## src/design/edf_pkg.sv

```systemverilog
// ----------------------------------------------------------------------------
// EDF scheduler package
// Shared widths, state codes, command codes and the item structs.
// ----------------------------------------------------------------------------
package edf_pkg;

  localparam int NUM_TASKS_DEF = 8;
  localparam int CMD_W         = 3;
  localparam int TIME_W        = 32;
  localparam int STEP_W        = 16;
  localparam int OUT_ID_W      = 3;
  localparam int CFG_AW        = 3;
  localparam int CFG_DW        = 32;

  localparam logic [STEP_W-1:0] TICK_STEP_RST = 16'd10;

  // Task status codes
  localparam logic [1:0] ST_UNUSED   = 2'd0;
  localparam logic [1:0] ST_READY    = 2'd1;
  localparam logic [1:0] ST_RELEASED = 2'd2;
  localparam logic [1:0] ST_WAITING  = 2'd3;

  // Task placement codes
  localparam logic [1:0] PL_NONE   = 2'd0;
  localparam logic [1:0] PL_FIFO   = 2'd1;
  localparam logic [1:0] PL_WAIT   = 2'd2;
  localparam logic [1:0] PL_EREADY = 2'd3;

  // Command codes
  localparam logic [CMD_W-1:0] CMD_TICK   = 3'd0;
  localparam logic [CMD_W-1:0] CMD_CREATE = 3'd1;
  localparam logic [CMD_W-1:0] CMD_SETP   = 3'd2;
  localparam logic [CMD_W-1:0] CMD_WAIT   = 3'd3;
  localparam logic [CMD_W-1:0] CMD_EXIT   = 3'd4;
  localparam logic [CMD_W-1:0] CMD_YIELD  = 3'd5;

  // Register indexes
  localparam logic REG_ENABLE = 1'b0;
  localparam logic REG_STEP   = 1'b1;

  typedef struct packed {
    logic              tick;
    logic              create;
    logic              set_period;
    logic              wait_period;
    logic              do_exit;
    logic              yield;
    logic              no_op;
    logic [TIME_W-1:0] period;
  } cmd_t;

  typedef struct packed {
    logic                active_valid;
    logic [OUT_ID_W-1:0] active_id;
    logic                switched;
    logic                deadline_missed;
    logic                create_ok;
    logic [OUT_ID_W-1:0] created_id;
    logic [TIME_W-1:0]   now_time;
    logic                command_error;
  } res_t;

endpackage

```

## src/design/edf_ram.sv

```systemverilog
// ----------------------------------------------------------------------------
// EDF generic RAM
// One write port and one read port with registered read data.
// ----------------------------------------------------------------------------
module edf_ram #(
  parameter int WIDTH = 32,
  parameter int DEPTH = 8
) (
  input  logic                     clk,
  input  logic                     we,
  input  logic [$clog2(DEPTH)-1:0] waddr,
  input  logic [WIDTH-1:0]         wdata,
  input  logic                     re,
  input  logic [$clog2(DEPTH)-1:0] raddr,
  output logic [WIDTH-1:0]         rdata
);

  logic [WIDTH-1:0] mem [DEPTH];

  always_ff @(posedge clk) begin
    if (we) begin
      mem[waddr] <= wdata;
    end
    if (re) begin
      rdata <= mem[raddr];
    end
  end

endmodule

```

## src/design/edf_front.sv

```systemverilog
// ----------------------------------------------------------------------------
// EDF command front end
// Accepts commands, decodes them and holds them in a two-entry queue.
// ----------------------------------------------------------------------------
module edf_front
  import edf_pkg::*;
(
  input  logic              clk,
  input  logic              rst_n,
  input  logic              push,
  input  logic [CMD_W-1:0]  cmd,
  input  logic [TIME_W-1:0] period,
  output logic              full,
  output logic              item_valid,
  output cmd_t              item,
  input  logic              item_pop
);

  cmd_t       ent_r [2];
  logic       wr_ptr_r, wr_ptr_nxt;
  logic       rd_ptr_r, rd_ptr_nxt;
  logic [1:0] cnt_r, cnt_nxt;
  cmd_t       dec;
  logic       do_push, do_pop;

  always_comb begin
    dec        = '0;
    dec.period = period;
    case (cmd)
      CMD_TICK:   dec.tick        = 1'b1;
      CMD_CREATE: dec.create      = 1'b1;
      CMD_SETP:   dec.set_period  = 1'b1;
      CMD_WAIT:   dec.wait_period = 1'b1;
      CMD_EXIT:   dec.do_exit     = 1'b1;
      CMD_YIELD:  dec.yield       = 1'b1;
      default:    dec.no_op       = 1'b1;
    endcase
  end

  assign full       = (cnt_r == 2'd2);
  assign item_valid = (cnt_r != 2'd0);
  assign item       = ent_r[rd_ptr_r];
  assign do_push    = push && !full;
  assign do_pop     = item_pop && item_valid;

  always_comb begin
    wr_ptr_nxt = wr_ptr_r ^ do_push;
    rd_ptr_nxt = rd_ptr_r ^ do_pop;
    cnt_nxt    = cnt_r + 2'(do_push) - 2'(do_pop);
  end

  always_ff @(posedge clk) begin
    if (!rst_n) begin
      wr_ptr_r <= 1'b0;
      rd_ptr_r <= 1'b0;
      cnt_r    <= 2'd0;
    end else begin
      wr_ptr_r <= wr_ptr_nxt;
      rd_ptr_r <= rd_ptr_nxt;
      cnt_r    <= cnt_nxt;
    end
  end

  always_ff @(posedge clk) begin
    if (do_push) begin
      ent_r[wr_ptr_r] <= dec;
    end
  end

endmodule

```

## src/design/edf_back.sv

```systemverilog
// ----------------------------------------------------------------------------
// EDF scheduling engine
// Executes decoded commands one at a time and holds one result.
// ----------------------------------------------------------------------------
module edf_back
  import edf_pkg::*;
#(
  parameter int NUM_TASKS = NUM_TASKS_DEF
) (
  input  logic              clk,
  input  logic              rst_n,
  input  logic              item_valid,
  input  cmd_t              item,
  output logic              item_pop,
  input  logic              enabled,
  input  logic [STEP_W-1:0] step,
  output logic              res_valid,
  output res_t              res,
  input  logic              res_pop
);

  localparam int IW = $clog2(NUM_TASKS);
  localparam int CW = IW + 1;
  localparam logic [CW-1:0] N_C  = CW'(NUM_TASKS);
  localparam logic [CW:0]   N_C2 = (CW+1)'(NUM_TASKS);

  typedef enum logic [4:0] {
    S_IDLE = 5'b00001,
    S_WRD  = 5'b00010,
    S_PUT  = 5'b00100,
    S_SCAN = 5'b01000,
    S_END  = 5'b10000
  } state_t;

  state_t            st_r, st_nxt;
  logic [TIME_W-1:0] time_r, time_nxt;
  logic [TIME_W-1:0] stamp_r, stamp_nxt;
  logic [1:0]        status_r [NUM_TASKS];
  logic [1:0]        status_nxt [NUM_TASKS];
  logic [1:0]        place_r [NUM_TASKS];
  logic [1:0]        place_nxt [NUM_TASKS];
  logic [IW-1:0]     head_r, head_nxt;
  logic [CW-1:0]     cnt_r, cnt_nxt;
  logic              run_v_r, run_v_nxt;
  logic [IW-1:0]     run_id_r, run_id_nxt;
  logic [NUM_TASKS-1:0] vper_r, vper_nxt, vdue_r, vdue_nxt;
  logic [NUM_TASKS-1:0] vstp_r, vstp_nxt, vff_r, vff_nxt;
  logic [CW-1:0]     scan_r, scan_nxt;
  logic              cmp_v_r, cmp_v_nxt;
  logic [IW-1:0]     cmp_id_r, cmp_id_nxt;
  logic              mode_w_r, mode_w_nxt;
  logic              rel_r, rel_nxt;
  logic              best_f_r, best_f_nxt;
  logic [IW-1:0]     best_id_r, best_id_nxt;
  logic [TIME_W-1:0] best_due_r, best_due_nxt;
  logic [TIME_W-1:0] best_per_r, best_per_nxt;
  logic [TIME_W-1:0] best_stp_r, best_stp_nxt;
  logic              sw_r, sw_nxt, miss_r, miss_nxt;
  logic              cok_r, cok_nxt, err_r, err_nxt;
  logic [IW-1:0]     cid_r, cid_nxt;
  logic              out_v_r, out_v_nxt;
  res_t              out_r, out_nxt;
  logic              per_ok_r, due_ok_r, stp_ok_r, ff_ok_r;

  logic              re, ff_re, fin;
  logic [IW-1:0]     raddr;
  logic              per_we, due_we, stp_we, ff_we;
  logic [IW-1:0]     per_wa, due_wa, stp_wa, ff_wa;
  logic [TIME_W-1:0] per_wd, due_wd, stp_wd;
  logic [IW-1:0]     ff_wd;
  logic [TIME_W-1:0] per_q, due_q, stp_q, per_d, due_d, stp_d;
  logic [IW-1:0]     ff_q, ff_d;
  logic [CW:0]       tsum;
  logic [IW-1:0]     tail;
  logic              any_eready, free_f;
  logic [IW-1:0]     free_id;
  logic [1:0]        tgt;

  edf_ram #(.WIDTH(TIME_W), .DEPTH(NUM_TASKS)) u_per (
    .clk, .we(per_we), .waddr(per_wa), .wdata(per_wd), .re, .raddr, .rdata(per_q));
  edf_ram #(.WIDTH(TIME_W), .DEPTH(NUM_TASKS)) u_due (
    .clk, .we(due_we), .waddr(due_wa), .wdata(due_wd), .re, .raddr, .rdata(due_q));
  edf_ram #(.WIDTH(TIME_W), .DEPTH(NUM_TASKS)) u_stp (
    .clk, .we(stp_we), .waddr(stp_wa), .wdata(stp_wd), .re, .raddr, .rdata(stp_q));
  edf_ram #(.WIDTH(IW), .DEPTH(NUM_TASKS)) u_fifo (
    .clk, .we(ff_we), .waddr(ff_wa), .wdata(ff_wd), .re(ff_re), .raddr(head_r),
    .rdata(ff_q));

  // Entries never written read as zero.
  assign per_d = per_ok_r ? per_q : '0;
  assign due_d = due_ok_r ? due_q : '0;
  assign stp_d = stp_ok_r ? stp_q : '0;
  assign ff_d  = ff_ok_r ? ff_q : '0;

  assign tsum = (CW+1)'(head_r) + (CW+1)'(cnt_r);
  assign tail = (tsum >= N_C2) ? IW'(tsum - N_C2) : IW'(tsum);
  assign tgt  = mode_w_r ? PL_WAIT : PL_EREADY;

  always_comb begin
    any_eready = 1'b0;
    free_f     = 1'b0;
    free_id    = '0;
    for (int i = 0; i < NUM_TASKS; i++) begin
      if (place_r[i] == PL_EREADY) begin
        any_eready = 1'b1;
      end
      if (!free_f && status_r[i] == ST_UNUSED) begin
        free_f  = 1'b1;
        free_id = IW'(i);
      end
    end
  end

  always_comb begin
    st_nxt       = st_r;
    time_nxt     = time_r;
    stamp_nxt    = stamp_r;
    status_nxt   = status_r;
    place_nxt    = place_r;
    head_nxt     = head_r;
    cnt_nxt      = cnt_r;
    run_v_nxt    = run_v_r;
    run_id_nxt   = run_id_r;
    vper_nxt     = vper_r;
    vdue_nxt     = vdue_r;
    vstp_nxt     = vstp_r;
    vff_nxt      = vff_r;
    scan_nxt     = scan_r;
    cmp_v_nxt    = 1'b0;
    cmp_id_nxt   = cmp_id_r;
    mode_w_nxt   = mode_w_r;
    rel_nxt      = rel_r;
    best_f_nxt   = best_f_r;
    best_id_nxt  = best_id_r;
    best_due_nxt = best_due_r;
    best_per_nxt = best_per_r;
    best_stp_nxt = best_stp_r;
    sw_nxt       = sw_r;
    miss_nxt     = miss_r;
    cok_nxt      = cok_r;
    err_nxt      = err_r;
    cid_nxt      = cid_r;
    item_pop     = 1'b0;
    fin          = 1'b0;
    re           = 1'b0;
    raddr        = run_id_r;
    ff_re        = 1'b0;
    per_we = 1'b0; per_wa = run_id_r; per_wd = item.period;
    due_we = 1'b0; due_wa = run_id_r; due_wd = time_r + item.period;
    stp_we = 1'b0; stp_wa = run_id_r; stp_wd = stamp_r;
    ff_we  = 1'b0; ff_wa  = tail;     ff_wd  = run_id_r;

    case (st_r)
      S_IDLE: begin
        if (item_valid && !out_v_r) begin
          item_pop = 1'b1;
          sw_nxt   = 1'b0;
          miss_nxt = 1'b0;
          cok_nxt  = 1'b0;
          err_nxt  = 1'b0;
          cid_nxt  = '0;
          if ((item.set_period || item.wait_period || item.do_exit) && !run_v_r) begin
            err_nxt = 1'b1;
            fin     = 1'b1;
          end else if (item.tick) begin
            time_nxt = time_r + TIME_W'(step);
            if (enabled) begin
              mode_w_nxt = 1'b1;
              rel_nxt    = 1'b0;
              scan_nxt   = '0;
              best_f_nxt = 1'b0;
              st_nxt     = S_SCAN;
            end else begin
              fin = 1'b1;
            end
          end else if (item.create) begin
            if (free_f) begin
              status_nxt[free_id] = ST_READY;
              cok_nxt = 1'b1;
              cid_nxt = free_id;
              if (cnt_r < N_C) begin
                ff_we              = 1'b1;
                ff_wd              = free_id;
                vff_nxt[tail]      = 1'b1;
                cnt_nxt            = cnt_r + 1'b1;
                place_nxt[free_id] = PL_FIFO;
              end
            end
            fin = 1'b1;
          end else if (item.set_period) begin
            per_we               = 1'b1;
            due_we               = 1'b1;
            vper_nxt[run_id_r]   = 1'b1;
            vdue_nxt[run_id_r]   = 1'b1;
            status_nxt[run_id_r] = ST_RELEASED;
            st_nxt               = S_PUT;
          end else if (item.wait_period) begin
            status_nxt[run_id_r] = ST_WAITING;
            re                   = 1'b1;
            st_nxt               = S_WRD;
          end else if (item.do_exit) begin
            status_nxt[run_id_r] = ST_UNUSED;
            st_nxt               = S_PUT;
          end else if (item.yield) begin
            st_nxt = S_PUT;
          end else begin
            fin = 1'b1;
          end
        end
      end
      S_WRD: begin
        miss_nxt = time_r > due_d;
        st_nxt   = S_PUT;
      end
      S_PUT: begin
        if (run_v_r) begin
          case (status_r[run_id_r])
            ST_READY: begin
              if (cnt_r < N_C) begin
                ff_we               = 1'b1;
                vff_nxt[tail]       = 1'b1;
                cnt_nxt             = cnt_r + 1'b1;
                place_nxt[run_id_r] = PL_FIFO;
              end
            end
            ST_WAITING, ST_RELEASED: begin
              stp_we              = 1'b1;
              vstp_nxt[run_id_r]  = 1'b1;
              stamp_nxt           = stamp_r + 1'b1;
              place_nxt[run_id_r] = (status_r[run_id_r] == ST_WAITING) ? PL_WAIT : PL_EREADY;
            end
            default: begin
            end
          endcase
        end
        mode_w_nxt = 1'b0;
        scan_nxt   = '0;
        best_f_nxt = 1'b0;
        st_nxt     = S_SCAN;
      end
      S_SCAN: begin
        ff_re = 1'b1;
        if (cmp_v_r && place_r[cmp_id_r] == tgt) begin
          if (!best_f_r || due_d < best_due_r ||
              (due_d == best_due_r && (stamp_r - stp_d) > (stamp_r - best_stp_r))) begin
            best_f_nxt   = 1'b1;
            best_id_nxt  = cmp_id_r;
            best_due_nxt = due_d;
            best_per_nxt = per_d;
            best_stp_nxt = stp_d;
          end
        end
        if (scan_r < N_C) begin
          re         = 1'b1;
          raddr      = scan_r[IW-1:0];
          cmp_v_nxt  = 1'b1;
          cmp_id_nxt = scan_r[IW-1:0];
          scan_nxt   = scan_r + 1'b1;
        end else if (!cmp_v_r) begin
          st_nxt = S_END;
        end
      end
      S_END: begin
        if (mode_w_r) begin
          if (best_f_r && time_r >= best_due_r) begin
            status_nxt[best_id_r] = ST_RELEASED;
            place_nxt[best_id_r]  = PL_EREADY;
            due_we                = 1'b1;
            due_wa                = best_id_r;
            due_wd                = best_due_r + best_per_r;
            stp_we                = 1'b1;
            stp_wa                = best_id_r;
            vdue_nxt[best_id_r]   = 1'b1;
            vstp_nxt[best_id_r]   = 1'b1;
            stamp_nxt             = stamp_r + 1'b1;
            rel_nxt               = 1'b1;
            scan_nxt              = '0;
            best_f_nxt            = 1'b0;
            st_nxt                = S_SCAN;
          end else if (rel_r || !any_eready) begin
            st_nxt = S_PUT;
          end else begin
            fin = 1'b1;
          end
        end else begin
          if (best_f_r) begin
            place_nxt[best_id_r] = PL_NONE;
            run_v_nxt            = 1'b1;
            run_id_nxt           = best_id_r;
            sw_nxt               = 1'b1;
          end else if (cnt_r != '0) begin
            place_nxt[ff_d] = PL_NONE;
            head_nxt        = (head_r == IW'(NUM_TASKS - 1)) ? '0 : head_r + 1'b1;
            cnt_nxt         = cnt_r - 1'b1;
            run_v_nxt       = 1'b1;
            run_id_nxt      = ff_d;
            sw_nxt          = 1'b1;
          end else begin
            run_v_nxt  = 1'b0;
            run_id_nxt = '0;
            sw_nxt     = 1'b0;
          end
          fin = 1'b1;
        end
      end
      default: st_nxt = S_IDLE;
    endcase

    if (fin) begin
      st_nxt = S_IDLE;
    end

    out_nxt                 = out_r;
    out_v_nxt               = out_v_r && !res_pop;
    if (fin) begin
      out_v_nxt               = 1'b1;
      out_nxt.active_valid    = run_v_nxt;
      out_nxt.active_id       = run_v_nxt ? OUT_ID_W'(run_id_nxt) : '0;
      out_nxt.switched        = sw_nxt;
      out_nxt.deadline_missed = miss_nxt;
      out_nxt.create_ok       = cok_nxt;
      out_nxt.created_id      = OUT_ID_W'(cid_nxt);
      out_nxt.now_time        = time_nxt;
      out_nxt.command_error   = err_nxt;
    end
  end

  assign res_valid = out_v_r;
  assign res       = out_r;

  always_ff @(posedge clk) begin
    if (!rst_n) begin
      st_r     <= S_IDLE;
      time_r   <= '0;
      stamp_r  <= TIME_W'(1);
      head_r   <= '0;
      cnt_r    <= CW'(1);
      run_v_r  <= 1'b0;
      run_id_r <= '0;
      vper_r   <= '0;
      vdue_r   <= '0;
      vstp_r   <= '0;
      vff_r    <= '0;
      cmp_v_r  <= 1'b0;
      out_v_r  <= 1'b0;
      for (int i = 0; i < NUM_TASKS; i++) begin
        status_r[i] <= (i == 0) ? ST_READY : ST_UNUSED;
        place_r[i]  <= (i == 0) ? PL_FIFO : PL_NONE;
      end
    end else begin
      st_r     <= st_nxt;
      time_r   <= time_nxt;
      stamp_r  <= stamp_nxt;
      head_r   <= head_nxt;
      cnt_r    <= cnt_nxt;
      run_v_r  <= run_v_nxt;
      run_id_r <= run_id_nxt;
      vper_r   <= vper_nxt;
      vdue_r   <= vdue_nxt;
      vstp_r   <= vstp_nxt;
      vff_r    <= vff_nxt;
      cmp_v_r  <= cmp_v_nxt;
      out_v_r  <= out_v_nxt;
      status_r <= status_nxt;
      place_r  <= place_nxt;
    end
  end

  always_ff @(posedge clk) begin
    scan_r     <= scan_nxt;
    cmp_id_r   <= cmp_id_nxt;
    mode_w_r   <= mode_w_nxt;
    rel_r      <= rel_nxt;
    best_f_r   <= best_f_nxt;
    best_id_r  <= best_id_nxt;
    best_due_r <= best_due_nxt;
    best_per_r <= best_per_nxt;
    best_stp_r <= best_stp_nxt;
    sw_r       <= sw_nxt;
    miss_r     <= miss_nxt;
    cok_r      <= cok_nxt;
    err_r      <= err_nxt;
    cid_r      <= cid_nxt;
    out_r      <= out_nxt;
    if (re) begin
      per_ok_r <= vper_r[raddr];
      due_ok_r <= vdue_r[raddr];
      stp_ok_r <= vstp_r[raddr];
    end
    if (ff_re) begin
      ff_ok_r <= vff_r[head_r];
    end
  end

`ifndef SYNTHESIS
  a_cnt_bound: assert property (@(posedge clk) disable iff (!rst_n)
    cnt_r <= N_C) else $error("ready queue count exceeds slot count");
  a_idle_id: assert property (@(posedge clk) disable iff (!rst_n)
    !run_v_r |-> run_id_r == '0) else $error("running id set with no task running");
  // While the engine is idle the running task sits in no queue.
  a_run_place: assert property (@(posedge clk) disable iff (!rst_n)
    (st_r == S_IDLE && run_v_r) |-> place_r[run_id_r] == PL_NONE)
    else $error("running task still queued");
  a_one_result: assert property (@(posedge clk) disable iff (!rst_n)
    fin |-> !out_v_r) else $error("result finished while output slot busy");
`endif

endmodule

```

## src/design/edf_periodic_task_scheduler.sv

```systemverilog
// ----------------------------------------------------------------------------
// EDF periodic task scheduler
// Earliest-deadline-first scheduler with a FIFO fallback for plain tasks.
// ----------------------------------------------------------------------------
// Usage: commands enter through a queue-style port (push/full, in_cmd and
// in_period); a beat is taken when push is high and full is low. Results
// leave through a second queue-style port: while empty is low the oldest
// result sits on the out_ ports, and it is taken when pop is high. Every
// command yields exactly one result beat.
// Work per command, with the engine idle: create, unknown commands, errors
// and disabled ticks finish as soon as the command is taken. Yield, set
// period and exit take the command, put the running task back, walk the
// task table through the registered memories and pick. Wait also reads the
// due time first. An enabled tick walks the table once per release and once
// more to find none due; when a decision follows, it then puts the running
// task back and walks the table again to pick. One command is worked on at
// a time; the single read port of the task memories sets the pace of each
// walk.
// Reset: slot 0 is ready in the FIFO, nothing runs, time is zero, the
// scheduler is disabled and the tick step is 10.
// Stall: a two-entry command queue keeps accepting while one result waits;
// the engine holds further work until the result beat is taken.
// ----------------------------------------------------------------------------
module edf_periodic_task_scheduler
  import edf_pkg::*;
#(
  parameter int NUM_TASKS = NUM_TASKS_DEF
) (
  input  logic                clk,
  input  logic                rst_n,
  input  logic                push,
  output logic                full,
  input  logic [CMD_W-1:0]    in_cmd,
  input  logic [TIME_W-1:0]   in_period,
  output logic                empty,
  input  logic                pop,
  output logic                out_active_valid,
  output logic [OUT_ID_W-1:0] out_active_id,
  output logic                out_switched,
  output logic                out_deadline_missed,
  output logic                out_create_ok,
  output logic [OUT_ID_W-1:0] out_created_id,
  output logic [TIME_W-1:0]   out_now_time,
  output logic                out_command_error,
  input  logic                psel,
  input  logic                penable,
  input  logic                pwrite,
  input  logic [CFG_AW-1:0]   paddr,
  input  logic [CFG_DW-1:0]   pwdata,
  output logic [CFG_DW-1:0]   prdata,
  output logic                pready
);

  // Configuration registers at addresses 0 (enable) and 4 (tick step); the user
  // must write them only while the block is idle, the block does not enforce it.
  logic              en_r, en_nxt;
  logic [STEP_W-1:0] step_r, step_nxt;
  logic              cfg_wr;

  // Front to back handoff
  logic item_valid, item_pop;
  cmd_t item;
  logic res_valid;
  res_t res;

  assign pready = 1'b1;
  assign cfg_wr = psel && penable && pwrite && pready;

  always_comb begin
    en_nxt   = en_r;
    step_nxt = step_r;
    if (cfg_wr) begin
      case (paddr[2])
        REG_ENABLE: en_nxt   = pwdata[0];
        REG_STEP:   step_nxt = pwdata[STEP_W-1:0];
        default:    en_nxt   = en_r;
      endcase
    end
  end

  always_comb begin
    case (paddr[2])
      REG_ENABLE: prdata = CFG_DW'(en_r);
      REG_STEP:   prdata = CFG_DW'(step_r);
      default:    prdata = '0;
    endcase
  end

  always_ff @(posedge clk) begin
    if (!rst_n) begin
      en_r   <= 1'b0;
      step_r <= TICK_STEP_RST;
    end else begin
      en_r   <= en_nxt;
      step_r <= step_nxt;
    end
  end

  // Front end: takes command beats and decodes them into the queue.
  edf_front u_front (
    .clk,
    .rst_n,
    .push,
    .cmd        (in_cmd),
    .period     (in_period),
    .full,
    .item_valid,
    .item,
    .item_pop
  );

  // Back end: runs the scheduling work and holds the finished result.
  edf_back #(.NUM_TASKS(NUM_TASKS)) u_back (
    .clk,
    .rst_n,
    .item_valid,
    .item,
    .item_pop,
    .enabled   (en_r),
    .step      (step_r),
    .res_valid,
    .res,
    .res_pop   (pop)
  );

  assign empty               = !res_valid;
  assign out_active_valid    = res.active_valid;
  assign out_active_id       = res.active_id;
  assign out_switched        = res.switched;
  assign out_deadline_missed = res.deadline_missed;
  assign out_create_ok       = res.create_ok;
  assign out_created_id      = res.created_id;
  assign out_now_time        = res.now_time;
  assign out_command_error   = res.command_error;

endmodule

```

## config.mk

```make
export PLATFORM = sky130hd
export DESIGN_NAME = edf_periodic_task_scheduler
export DESIGN_NICKNAME = d
export VERILOG_FILES = /design/src/design/edf_pkg.sv /design/src/design/edf_ram.sv /design/src/design/edf_front.sv /design/src/design/edf_back.sv /design/src/design/edf_periodic_task_scheduler.sv
export SDC_FILE = /design/constraint.sdc
export NUM_CORES = 2
export LEC_CHECK = 0
export ABC_AREA = 1
export BUFFER_PORTS_ARGS = -buffer_cell sky130_fd_sc_hd__buf_2
export CAP_MARGIN = 20
export CORE_MARGIN = 1
export CORE_UTILIZATION = 65
export DETAILED_ROUTE_END_ITERATION = 6
export PLACE_DENSITY = 0.82
export SLEW_MARGIN = 5
export SYNTH_ARGS = -nofsm -noshare
export SYNTH_HDL_FRONTEND = slang
export SYNTH_HIERARCHICAL = 1
export SYNTH_SLANG_ARGS = --single-unit
```

## constraint.sdc

```tcl
create_clock -name clk -period 13.8 [get_ports clk]
set_input_delay 2.07 -clock clk [delete_from_list [all_inputs] [get_ports clk]]
set_output_delay 2.07 -clock clk [all_outputs]
set_load 0.03 [all_outputs]
```

Yosys cells after proc, flatten, opt, wreduce, memory -nomap -nowiden
Memory sizes are Yosys's and may differ from the RTL's. A register that Yosys moved wholly into a read port is not among the register bits.
Index checks and enable logic that the tools add are counted.
W data, S select, Z words.

operators by class
  muxes and demuxes = 275
  $add $sub $neg = 14
  order comparisons = 24
  bitwise logic cells = 42
  reductions and logical operators = 79
  equality and inequality tests = 58

operator list
  kind                     number
  $mux W32                 13
  $mux W16                 22
  $mux W8                  19
  $pmux W32 S2             2
  $mux W1                  115
  $or A8 B8 Y8             11
  $mux W3                  29
  $mux W4                  18
  $mux W5                  14
  $add A32 B32 Y32         2
  $gt A32 B32 Y1           2
  $pmux W16 S2             2
  $sub A32 B32 Y32         2
  $and A16 B16 Y16         3
  $not A16 Y16             3
  $pmux W16 S3             1
  $pmux W8 S2              3
  $and A8 B8 Y8            5
  $add A32 B1 Y32 const B  1
  $add A32 B16 Y32         1
  $eq A32 B32 Y1           1
  $ge A32 B32 Y1           1
  $lt A32 B32 Y1           1
  $not A8 Y8               4
  67 further kinds         217

storage, ports and cells
  memories = 5
  logic and storage cells = 557
  input port bits = 77
  memory bits (writable) = 870
  bits in registers = 330

memory list
  name               words  bits a word  rd ports  clocked after memory_dff  wr ports  RTL line         text
  u_back.u_due.mem   8      32           1         1                         1         edf_ram.sv:18    logic [WIDTH-1:0] mem [DEPTH];
  u_back.u_per.mem   8      32           1         1                         1         edf_ram.sv:18
  u_back.u_stp.mem   8      32           1         1                         1         edf_ram.sv:18
  u_front.ent_r      2      39           1         1                         1         edf_front.sv:19  cmd_t ent_r [2];
  u_back.u_fifo.mem  8      3            1         1                         1         edf_ram.sv:18

Longest topological paths before layout
  depth in word-level cells = 37
  mapped depth = 27

Modules after synthesis
Netlist, hierarchy kept.

modules (own cells, without submodules)
  module                       times used  cells each  area each (sq um)
  edf_ram at u_back.u_due ...  3           1,156       12,192.9
  edf_back                     1           3,688       26,111.3
  edf_front                    1           172         3,173.0
  edf_ram at u_back.u_fifo     1           124         1,207.4
  edf_periodic_task_scheduler  1           164         1,003.5

Worst setup path after synthesis
OpenSTA, ideal clock, no wires.

  kind = register to register
  from = reg u_back.stp_ok_r
  to = reg u_back.best_due_r[0], enable pin
  cell stages (with the launch flop) = 24
  required time = 13.240 ns
  clock period less this slack = 8.149 ns
  setup time = 0.560 ns
  arrival time = 7.589 ns
  path slack = 5.651 ns
  cell sequence = edfxtp_1 > clkbuf_1 > nand2_1 > ha_1 > nand3_1 > nand2_1 > a21oi_1 > o21bai_1 > a21boi_0 > o21ai_0 > nand3_1 > nand3b_1 > nand2_1 > ha_1 > nand2_1 > nor2_1 > nand2_1 > nor4_1 > nand2_1 > nand3_1 > nand2_1 > nand2_1 > nand2_1 > nor2_1

on the way
  cells in the longest elaborated chain, start to end = 6

ends and longest elaborated chain
  what                                RTL line         text
  from (decl)                         edf_back.sv:63   logic per_ok_r, due_ok_r, stp_ok_r, ff_ok_r;
  from (signal assigned)              edf_back.sv:388  stp_ok_r <= vstp_r[raddr];
  $mux W32                            edf_back.sv:92   assign stp_d = stp_ok_r ? stp_q : '0;
  $sub A32 B32 Y32                    edf_back.sv:245  (due_d == best_due_r && (stamp_r - stp_d) > (stamp_r - best_stp_r))) begin
  $gt A32 B32 Y1                      edf_back.sv:245
  $logic_and A1 B1 Y1                 edf_back.sv:245
  $logic_or A1 B1 Y1                  edf_back.sv:244  if (!best_f_r || due_d < best_due_r ||
  $reduce_and A3 Y1 (no source line)  --
  to (signal assigned)                edf_back.sv:376  best_due_r <= best_due_nxt;
  to (decl)                           edf_back.sv:55   logic [TIME_W-1:0] best_due_r, best_due_nxt;

No other way between the ends.
A chain may end at the register's enable or synchronous reset.

Worst setup path after layout
  from = reg u_back.stamp_r[0]
  to = reg u_back.best_per_r[29], enable pin

on the way
  cells in the longest elaborated chain, start to end = 5
  elaborated cells between the ends (all ways) = 6

ends and longest elaborated chain
  what                                  RTL line         text
  from (decl)                           edf_back.sv:37   logic [TIME_W-1:0] stamp_r, stamp_nxt;
  from (signal assigned)                edf_back.sv:353  stamp_r <= stamp_nxt;
  $sub A32 B32 Y32                      edf_back.sv:245
  $gt A32 B32 Y1 *                      edf_back.sv:245
  $logic_and A1 B1 Y1 *                 edf_back.sv:245
  $logic_or A1 B1 Y1 *                  edf_back.sv:244
  $reduce_and A3 Y1 (no source line) *  --
  to (signal assigned)                  edf_back.sv:377  best_per_r <= best_per_nxt;
  to (decl)                             edf_back.sv:56   logic [TIME_W-1:0] best_per_r, best_per_nxt;

Mark *: on every way between the ends. The rest lies on a longest branch, timed or not.

==> metrics.cfg <==
[outcome]
run_status=finished clean

[global_route]
grt_usage_pct=34.9
grt_overflow=0
grt_start_max_net_pins=180
grt_pass1_vias=50486
grt_first_pass_wirelength_mm=283
antenna_found_initial=4

[power]
power.switching_mw=2.59
swShare_pct=27.1
power.leakage_nw=33.7
power.share.sequential_pct=48.7
intPower_mw=6.97
clockPowerShare_pct=38.0
p_per_area_nw_per_um2=129
power_mw=9.56
vdd_drop_max_mv=0.149
comb_power_share_pct=13.3

[routing]
drc=0
dr.pass1.iters=6
routed_wl_mm=187
avgRoutedWirePerCell_um=20.3
num_vias=53277
drt_iter0_drc=6259
ant_nets=0
vias_per_cell=5.79

[final_layout]
final_common_cell=nand2_1
mostFrequentLayoutCells=nand2_1, inv_1, edfxtp_1
syn2layout_area_growth_pct=9.05
design_area_sq_um=74100
drive_above_1_share_pct=6.90
nets=8069
final_cells=9195

[synth]
netlist_area_sq_um=68000
ys_warn_count=6
syn_area_per_cell_sq_um=8.93
syn_inst=7611

[setup_path]
cpMostUsedCell=nand2_1
required_ns=14.16
startpoint_type=register
path_delay_family=simple AND/OR/NAND/NOR gates
crit_path_top_delay_cell=buf_4
path_class=register to register
worstSetupEndpointType=register
cp.buffers_inverters=3
path_max_fanout=64
cp_cell_sequence=inv_1 > ha_1 > inv_1 > nand3_1 > nand2_1 > a21oi_1 > o21bai_1 > a21boi_0 > o21ai_0 > nand3_1 > nand3_1 > nand2_1 > ha_1 > nand2_1 > nor2_1 > nand2_1 > nor4_1 > nand2_1 > nand3_1 > nand2_1 > nand2_1 > nand2_1 > nor2_4 > buf_4
arrival_ns=6.83
cp_slowest_stage_delay_ns=0.82

[place]
dpl-instance-area_sq_um=69600
place_hpwl_mm=125
numPortBuffers=119
routabilityCongestion=0.996
dp_cells=8943

[timing]
fin_tns_setup_ns=0
maxSlewViolCount=0
setup_viol=0
max_freq_mhz=155
grt_setup_unrepaired=no
whs_ns=0.457
tightest_slew_ns=1.14
min_period_over_period_pct=46.9
maxSlewHeadroom_pct=23.4
finClkSkew_ns=0.0253
finalCriticalPeriod_ns=6.47
final-hold-violation-count=0

[die]
die_area_sq_um=106000
die_w_um=325
fp.coreArea_sq_um=104000
initial_core_util_pct=65.6
fp-row-count=118
io_pins=155
dieHeight_um=325

[clocking]
clk_pin_slew_ns=0.06
cts_resized=0
numCtsBuffers=136
clock_sinks=1298
clockBufferDepth=3
cts_htree_levels=4
cts_tree=yes
hold_buffers=0
root_buffer=clkbuf_16
insertion_delay_ns=0.76
cts_setup_buffers=0

[run]
cap_violations=0

[min_path]
min_path_type=register to register

==> cell type report <==
cell class              count  area (sq um)
repair buffers            184          1160
fillers                  7513         29500
well taps                1380          1730
multi-input cells        4701         24400
diodes                      3          7.51
clock inverters            71           732
inverters                1383          5210
flip-flops and latches   1298         37200
clock buffers             175          3720
==> stage by stage <==
| stage | util (%) | setup slack [ns] |
|---|---|---|
| floorplan | - | 5.65 |
| global placement | 67.1 | 6.96 |
| detailed placement | 67.2 | 7.49 |
| CTS | 71.5 | 7.44 |
| global route | 71.5 | 6.83 |
| finish | 71.5 | 7.33 |
==> power by group through the flow <==
stage | logic, mW | registers [mW] | clock network, mW
3_5_place_dp | 1.25 | 4.73 | 0
3_3_place_gp | 1.22 | 4.73 | 0
5_1_grt | 1.36 | 4.66 | 3.81
6_report | 1.28 | 4.65 | 3.63
4_1_cts | 1.26 | 4.65 | 3.67
2_1_floorplan | 0.710 | 4.83 | 0
==> worst paths after layout <==
path | startpoint | end | slack, ns | cells after the start
hold / removal | u_back/vstp_r[4]$_SDFFE_PN0P_ | u_back/vstp_r[4]$_SDFFE_PN0P_ | 0.46 | 2
hold reg to reg | u_back/vstp_r[4]$_SDFFE_PN0P_ | u_back/vstp_r[4]$_SDFFE_PN0P_ | 0.46 | 2
setup / recovery | u_back/stamp_r[0]$_SDFFE_PN1P_ | u_back/best_per_r[29]$_SDFFCE_PN0P_ | 7.33 | 24
setup reg to reg | u_back/stamp_r[0]$_SDFFE_PN1P_ | u_back/best_per_r[29]$_SDFFCE_PN0P_ | 7.33 | 24
==> metal layers <==
metal	GRT usage (%)	wire (um)	up-vias
li1	-	-	24886
met1	49.3	76500	24987
met2	54.4	84400	2936
met3	5.90	19500	466
met4	12.9	6580	2
met5	0	13	-
==> flip-flops by register name, summed over array words and instances (netlist names), 43 cells and up, named ones only <==
name / flops
u_back/res: 43
u_back/u_stp/mem: 256
u_front/ent_r: 76
u_back/u_due/mem: 256
u_back/u_per/mem: 256
==> tightest hold or removal path: cells and delay by family (launching register included) <==
family | cells | cell delay, ns
flops | 1 | 0.30
compound gates | 1 | 0.06
buf+inv | 1 | 0.06
Note: power is estimated with default switching activity, not from simulation.
